### config.mk
export PLATFORM = sky130hd
export DESIGN_NAME = imm_cell
export DESIGN_NICKNAME = d
export VERILOG_FILES = /design/src/imm_pkg.sv /design/src/imm_cell.sv
export SDC_FILE = /design/constraint.sdc
export NUM_CORES = 2
export LEC_CHECK = 0
export BUFFER_PORTS_ARGS = -buffer_cell sky130_fd_sc_hd__buf_4
export CAP_MARGIN = 40
export CORE_ASPECT_RATIO = 0.9
export CORE_MARGIN = 10
export CORE_UTILIZATION = 61
export DETAILED_ROUTE_END_ITERATION = 8
export GPL_TIMING_DRIVEN = 1
export PLACE_DENSITY_LB_ADDON = 0.05
export SYNTH_ARGS = -nofsm -noshare
export SYNTH_HDL_FRONTEND = slang
export SYNTH_SLANG_ARGS = --single-unit
### constraint.sdc
create_clock -name clk -period 17.8 [get_ports clk]
set_input_delay 4.45 -clock clk [delete_from_list [all_inputs] [get_ports clk]]
set_output_delay 4.45 -clock clk [all_outputs]
set_load 0.05 [all_outputs]
### src/imm_pkg.sv
// ----------------------------------------------------------------------------
// imm_pkg
// Shared types for the integer matrix multiply unit: controller states and
// the operand flow handed from cell to cell along the MAC chain.
// ----------------------------------------------------------------------------
package imm_pkg;

  typedef enum logic [2:0] {
    ST_LOAD,
    ST_FEED,
    ST_WAIT,
    ST_EMIT,
    ST_MISMATCH
  } imm_state_t;

  typedef struct packed {
    logic        valid;
    logic        first;
    logic        last;
    logic [31:0] a;
  } imm_flow_t;

endpackage

### src/imm_cell.sv
// ----------------------------------------------------------------------------
// imm_cell
// One MAC cell of the chain. Holds one column of B, multiplies the passing
// A entry by its B element, accumulates the dot product and forwards the A
// entry to its neighbor. Results shift toward cell 0 for output.
// ----------------------------------------------------------------------------
module imm_cell #(
  parameter int MAX_DIM = 8,
  parameter int COL     = 0,
  parameter int K_W     = 3
) (
  input  logic                clk,
  input  logic                rst,
  input  imm_pkg::imm_flow_t  flow_in,
  input  logic [K_W-1:0]      k_in,
  output imm_pkg::imm_flow_t  flow_out,
  output logic [K_W-1:0]      k_out,
  input  logic                bwr_en,
  input  logic [K_W-1:0]      bwr_row,
  input  logic [K_W-1:0]      bwr_col,
  input  logic [31:0]         bwr_data,
  input  logic                load_res,
  input  logic                shift_res,
  input  logic [31:0]         res_in,
  output logic [31:0]         res_out,
  output logic                done
);
  import imm_pkg::*;

  logic [31:0] bcol [MAX_DIM];
  logic [31:0] prod;
  logic        pvalid;
  logic        pfirst;
  logic        plast;
  logic [31:0] acc;

  // store the B element of this column
  always_ff @(posedge clk) begin
    if (bwr_en && bwr_col == K_W'(COL)) begin
      bcol[bwr_row] <= bwr_data;
    end
  end

  // multiply and forward the A entry
  always_ff @(posedge clk) begin
    prod       <= 32'(flow_in.a * bcol[k_in]);
    pfirst     <= flow_in.first;
    plast      <= flow_in.last;
    flow_out.a     <= flow_in.a;
    flow_out.first <= flow_in.first;
    flow_out.last  <= flow_in.last;
    k_out      <= k_in;
    if (rst) begin
      pvalid         <= 1'b0;
      flow_out.valid <= 1'b0;
    end else begin
      pvalid         <= flow_in.valid;
      flow_out.valid <= flow_in.valid;
    end
  end

  // accumulate the dot product, flag the final term
  always_ff @(posedge clk) begin
    if (pvalid) begin
      acc <= pfirst ? prod : acc + prod;
    end
    if (rst) begin
      done <= 1'b0;
    end else begin
      done <= pvalid && plast;
    end
  end

  // capture the result, then shift toward the output
  always_ff @(posedge clk) begin
    if (load_res) begin
      res_out <= acc;
    end else if (shift_res) begin
      res_out <= res_in;
    end
  end

endmodule

# == Yosys cells after proc, flatten, opt, wreduce, memory -nomap -nowiden ==
# Memory sizes are Yosys's and may differ from the RTL's.
# Cells that the tools add are included.
# word_totals
register_bits,135
latchBits,0
ramBits,256
mem_bits_ro,0
input_bits,113
out_inout_bits,71
wordCells,21
memories,1
# op_classes
addsub,1
mul,1
div_mod_pow,0
n_lt_le_gt_ge,0
n_eq_ne,0
n_shift,0
n_mux,5
n_bitwise,0
n_reduce_logical,4
# memory_table
name,words,width,rd,rd_ports_with_merged_regs,write_ports,line,rtl
bcol,8,32,1,0,1,imm_cell.sv:30,logic [31:0] bcol [MAX_DIM];
# ops
operator,count
$mux 32,3
$add 32x32->32,1
$mul 32x32->32,1
$logic_not 3->1,1
$logic_and 1x1->1,2
$mux 1,2
$reduce_bool 2->1,1

# == Logic depth before layout (Yosys ltp) ==
# depth
ltp_word,4
mapped_depth,33
ltp_nobuf,29

# == Worst setup path after synthesis ==
# OpenSTA, ideal clock, no wires.
# synth_timing
path_type,input to register
start,input k_in[0]
end,register prod[31]
setup_time_ns,0.121
t_arrival_ns,11.952
t_required_ns,17.679
path_slack_ns,5.727
stages,30
path_cell_list,buf_6 -> buf_6 -> buf_6 -> buf_6 -> mux4_2 -> mux2_2 -> clkbuf_1 -> and2_1 -> fa_1 -> fa_1 -> fa_1 -> inv_1 -> fa_1 -> inv_1 -> fa_1 -> inv_1 -> fa_1 -> inv_1 -> fa_1 -> fa_1 -> ha_1 -> nand4_1 -> o22ai_1 -> a211oi_1 -> a21o_1 -> o41a_1 -> o21ai_1 -> a21oi_1 -> a21oi_1 -> xnor2_1
# synth_via
elab_chain_cells,2
# synth_rtl
item,line,rtl
"start, declared",imm_cell.sv:15,"input logic [K_W-1:0] k_in,"
$mem_v2 8x32,--,
$mul 32x32->32,imm_cell.sv:46,prod <= 32'(flow_in.a * bcol[k_in]);
"end signal, assigned",imm_cell.sv:46,
"end, declared",imm_cell.sv:31,logic [31:0] prod;
# No other way between the ends.
# A chain may end at the register's enable or synchronous reset.

# == Worst setup path after layout ==
# Ends and elaborated chain as after synthesis.

==> results.cfg <==
[status]
status = finished, final reports clean

[sta]
fmax_ghz = 0.0791
finalSetupViolations = 0
relSlewSlack_pct = 22.2
fin_setup_tns_ps = 0
period_share_pct = 71.1
fin_worst_skew_ps = 31.5
slew_viol_final = 0
rsz0062_at_grt = no
tightest_slew_ps = 1170
finalHoldViolCount = 0
min_period_ps = 12650

[synthesis]
async_flop_share_pct = 0
synth_top_area_share_pct = 31.0
synth_edf_count = 320
ys.flop_type = edfxtp_1
yosysTopAreaCell = edfxtp_1
synth-seq-cells = 391
ys_seq_area_share_pct = 35.6
yosys_warnings = 0
synth_fp_nets = 3262
syn_area_mm2 = 0.0310
ys_types = 65
synthTopCellsByArea = edfxtp_1, fa_1, ha_1
syn_avg_cell_area_um2 = 12.0
netlist_instances = 2586

[die]
die_h_um = 234
initial_utilization_pct = 61.6
core_area_mm2 = 0.0504
rows = 78
die-area_mm2 = 0.0602
io_pins = 184
die_x_um = 258

[cells_and_area]
final_nets = 3392
drive_gt1_share_pct = 14.7
syn2layout_area_growth_pct = 10.8
finish.utilization_pct = 68.2
fin_area_mm2 = 0.0343
fillCellCount = 3748

[routing]
drt_iter0_drc = 1308
drc = 0
via_per_inst = 5.61
firstDrtPassIters = 5
vias = 19300
wirelength_mm = 73.1
ant_nets = 0
post_drt_wl_per_cell_um = 21.3

[global_routing]
grt_max_degree = 68
grt_pass1_vias = 21000
grt_overflow_total = 0
antenna_found_initial = 4
grtUsageTotal_pct = 25.0
grt_pass1_wl_mm = 116

[placed_design]
gp_congestion = 0.904
io_buffer_count = 183
dpl_cell_area_mm2 = 0.0329
hpwl_mm = 52.4

[setup_path]
setup.worst_path.start_class = input port
reg2reg_slack_ps = 9740
crit_required_ps = 18250
crit_fanout = 44
critical-path-slowest-cell = a221oi_2
end_kind = flop
crit_arrival_ps = 13090
setup.worst_path.class = in2reg
cpPeakStageDelay_ps = 850

[clock_network]
clk_path_buf_depth = 3
cts_root_buf = clkbuf_16
cts-buffers-inserted = 42
cts.sinks = 391
clk_pin_slew_ps = 60
cts_tree = built
hold_buffers = 0
clk_latency_ps = 590
cts_htree_levels = 2
cts_setup_buffers = 0
ctsResizeCount = 0

[worst_hold_path]
holdCritPathClass = reg2reg

[flow_run]
maxCapViolations = 0
layer usage:
layer | vias to the layer above | global-route usage [%] | share of wire [%]
met4 | 2 | 6.85 | 2.5
met5 | - | 0 | 0.018
met3 | 120 | 5.38 | 7.6
met1 | 9903 | 31.7 | 40
met2 | 646 | 43.0 | 50
li1 | 8588 | - | -
critical path: cells and delay by family:
family / cells / cell delay, ps
mux: 1 / 280
xor+xnor: 9 / 2030
simple gates: 2 / 270
compound gates: 1 / 850
buf+inv: 8 / 1220
fa+ha+maj: 8 / 3960
through the flow:
stage,setup WS (ps),std cells,hold WS (ps)
after global routing,4820,3431,452
after floorplan,5730,2586,410
after detailed placement,4640,3352,423
after global placement,4480,3350,418
after CTS,5200,3430,433
final,5150,3431,432
path summary, 6_finish.rpt:
check	end	depth (start not counted)	start
worst max register to register	prod[31]$_DFF_P_	26	bcol[4][18]$_DFFE_PP_
worst max-delay path	prod[31]$_DFF_P_	29	k_in[0]
worst min register to register	done$_SDFF_PP0_	2	plast$_DFF_P_
worst min-delay path	done$_SDFF_PP0_	2	plast$_DFF_P_
synthesized netlist by cell type (5+ instances only):
| cell type | count |
|---|---|
| nor2_1 | 32 |
| nor3_1 | 8 |
| o211ai_1 | 5 |
| mux4_2 | 58 |
| o21a_1 | 6 |
| o31ai_1 | 5 |
| nand2b_1 | 16 |
| edfxtp_1 | 320 |
| nand3_1 | 14 |
| dfxtp_1 | 71 |
| a21o_1 | 34 |
| a221oi_2 | 5 |
| o21bai_1 | 8 |
| a31oi_1 | 5 |
| xnor2_1 | 73 |
| nand2_1 | 292 |
| nor2b_1 | 20 |
| fa_1 | 409 |
| inv_1 | 410 |
| xor2_2 | 5 |
| a21oi_1 | 50 |
| buf_2 | 8 |
| and2_1 | 265 |
| ha_1 | 154 |
| buf_6 | 6 |
| mux2_2 | 53 |
| clkbuf_1 | 93 |
| mux2i_1 | 18 |
| xor2_1 | 30 |
| o21ai_0 | 45 |
logic make-up (layout without fill, tap and decap cells):
family,after synthesis,count (layout),share of synthesized area [%]
AO/OA/AOI/OAI,187,187,3.91
XOR/XNOR,110,110,3.30
adder cells (fa/ha/maj),563,563,32.6
buffers and inverters,526,690,6.67
flip-flops,391,391,35.6
multiplexers,132,132,6.87
other,0,1,0
AND/OR/NAND/NOR,677,677,11.0
final cells by class:
cell class / instances / area, um^2 / area share, %
Antenna cell: 1 / 2.50 / 0.00729
Clock buffer: 56 / 1100 / 3.21
Clock inverter: 22 / 320 / 0.933
Inverter: 410 / 1540 / 4.48
Multi-Input combinational cell: 1669 / 17900 / 52.2
Sequential cell: 391 / 11000 / 32.1
Tap cell: 680 / 851 / 2.48
Timing Repair Buffer: 202 / 1560 / 4.53
sequential cells by signal (all words and copies together) (netlist names):
| register | flops |
|---|---|
| bcol | 256 |
| acc | 32 |
| flow_out | 32 |
| prod | 32 |
| res_out | 32 |
| k_out | 3 |
| done | 1 |
| pfirst | 1 |
| plast | 1 |
| pvalid | 1 |
placed cells by master, fill, tap and decap left out, drive strengths merged, types with 5 or more instances in the layout:
cell type  netlist  final
a21oi           50     50
nor2b           20     20
xor2            35     35
nor2            32     32
a21o            34     34
clkinv           0      9
mux4            58     58
ha             154    154
a31oi            5      5
edfxtp         320    320
mux2            56     56
and2           265    265
buf             23    202
o21bai           8      8
clkbuf          93     56
o31ai            5      5
dfxtp           71     71
fa             409    409
a221oi           6      6
o21ai           48     48
nand3           14     14
nand2          297    297
nor3             8      8
xnor2           74     74
mux2i           18     18
o21a             6      6
bufinv           0      5
inv            410    415
nand2b          16     16
o211ai           5      5
Power is not shown: default switching activity piles up to over one toggle a cycle in this logic, so the estimate is an artifact.
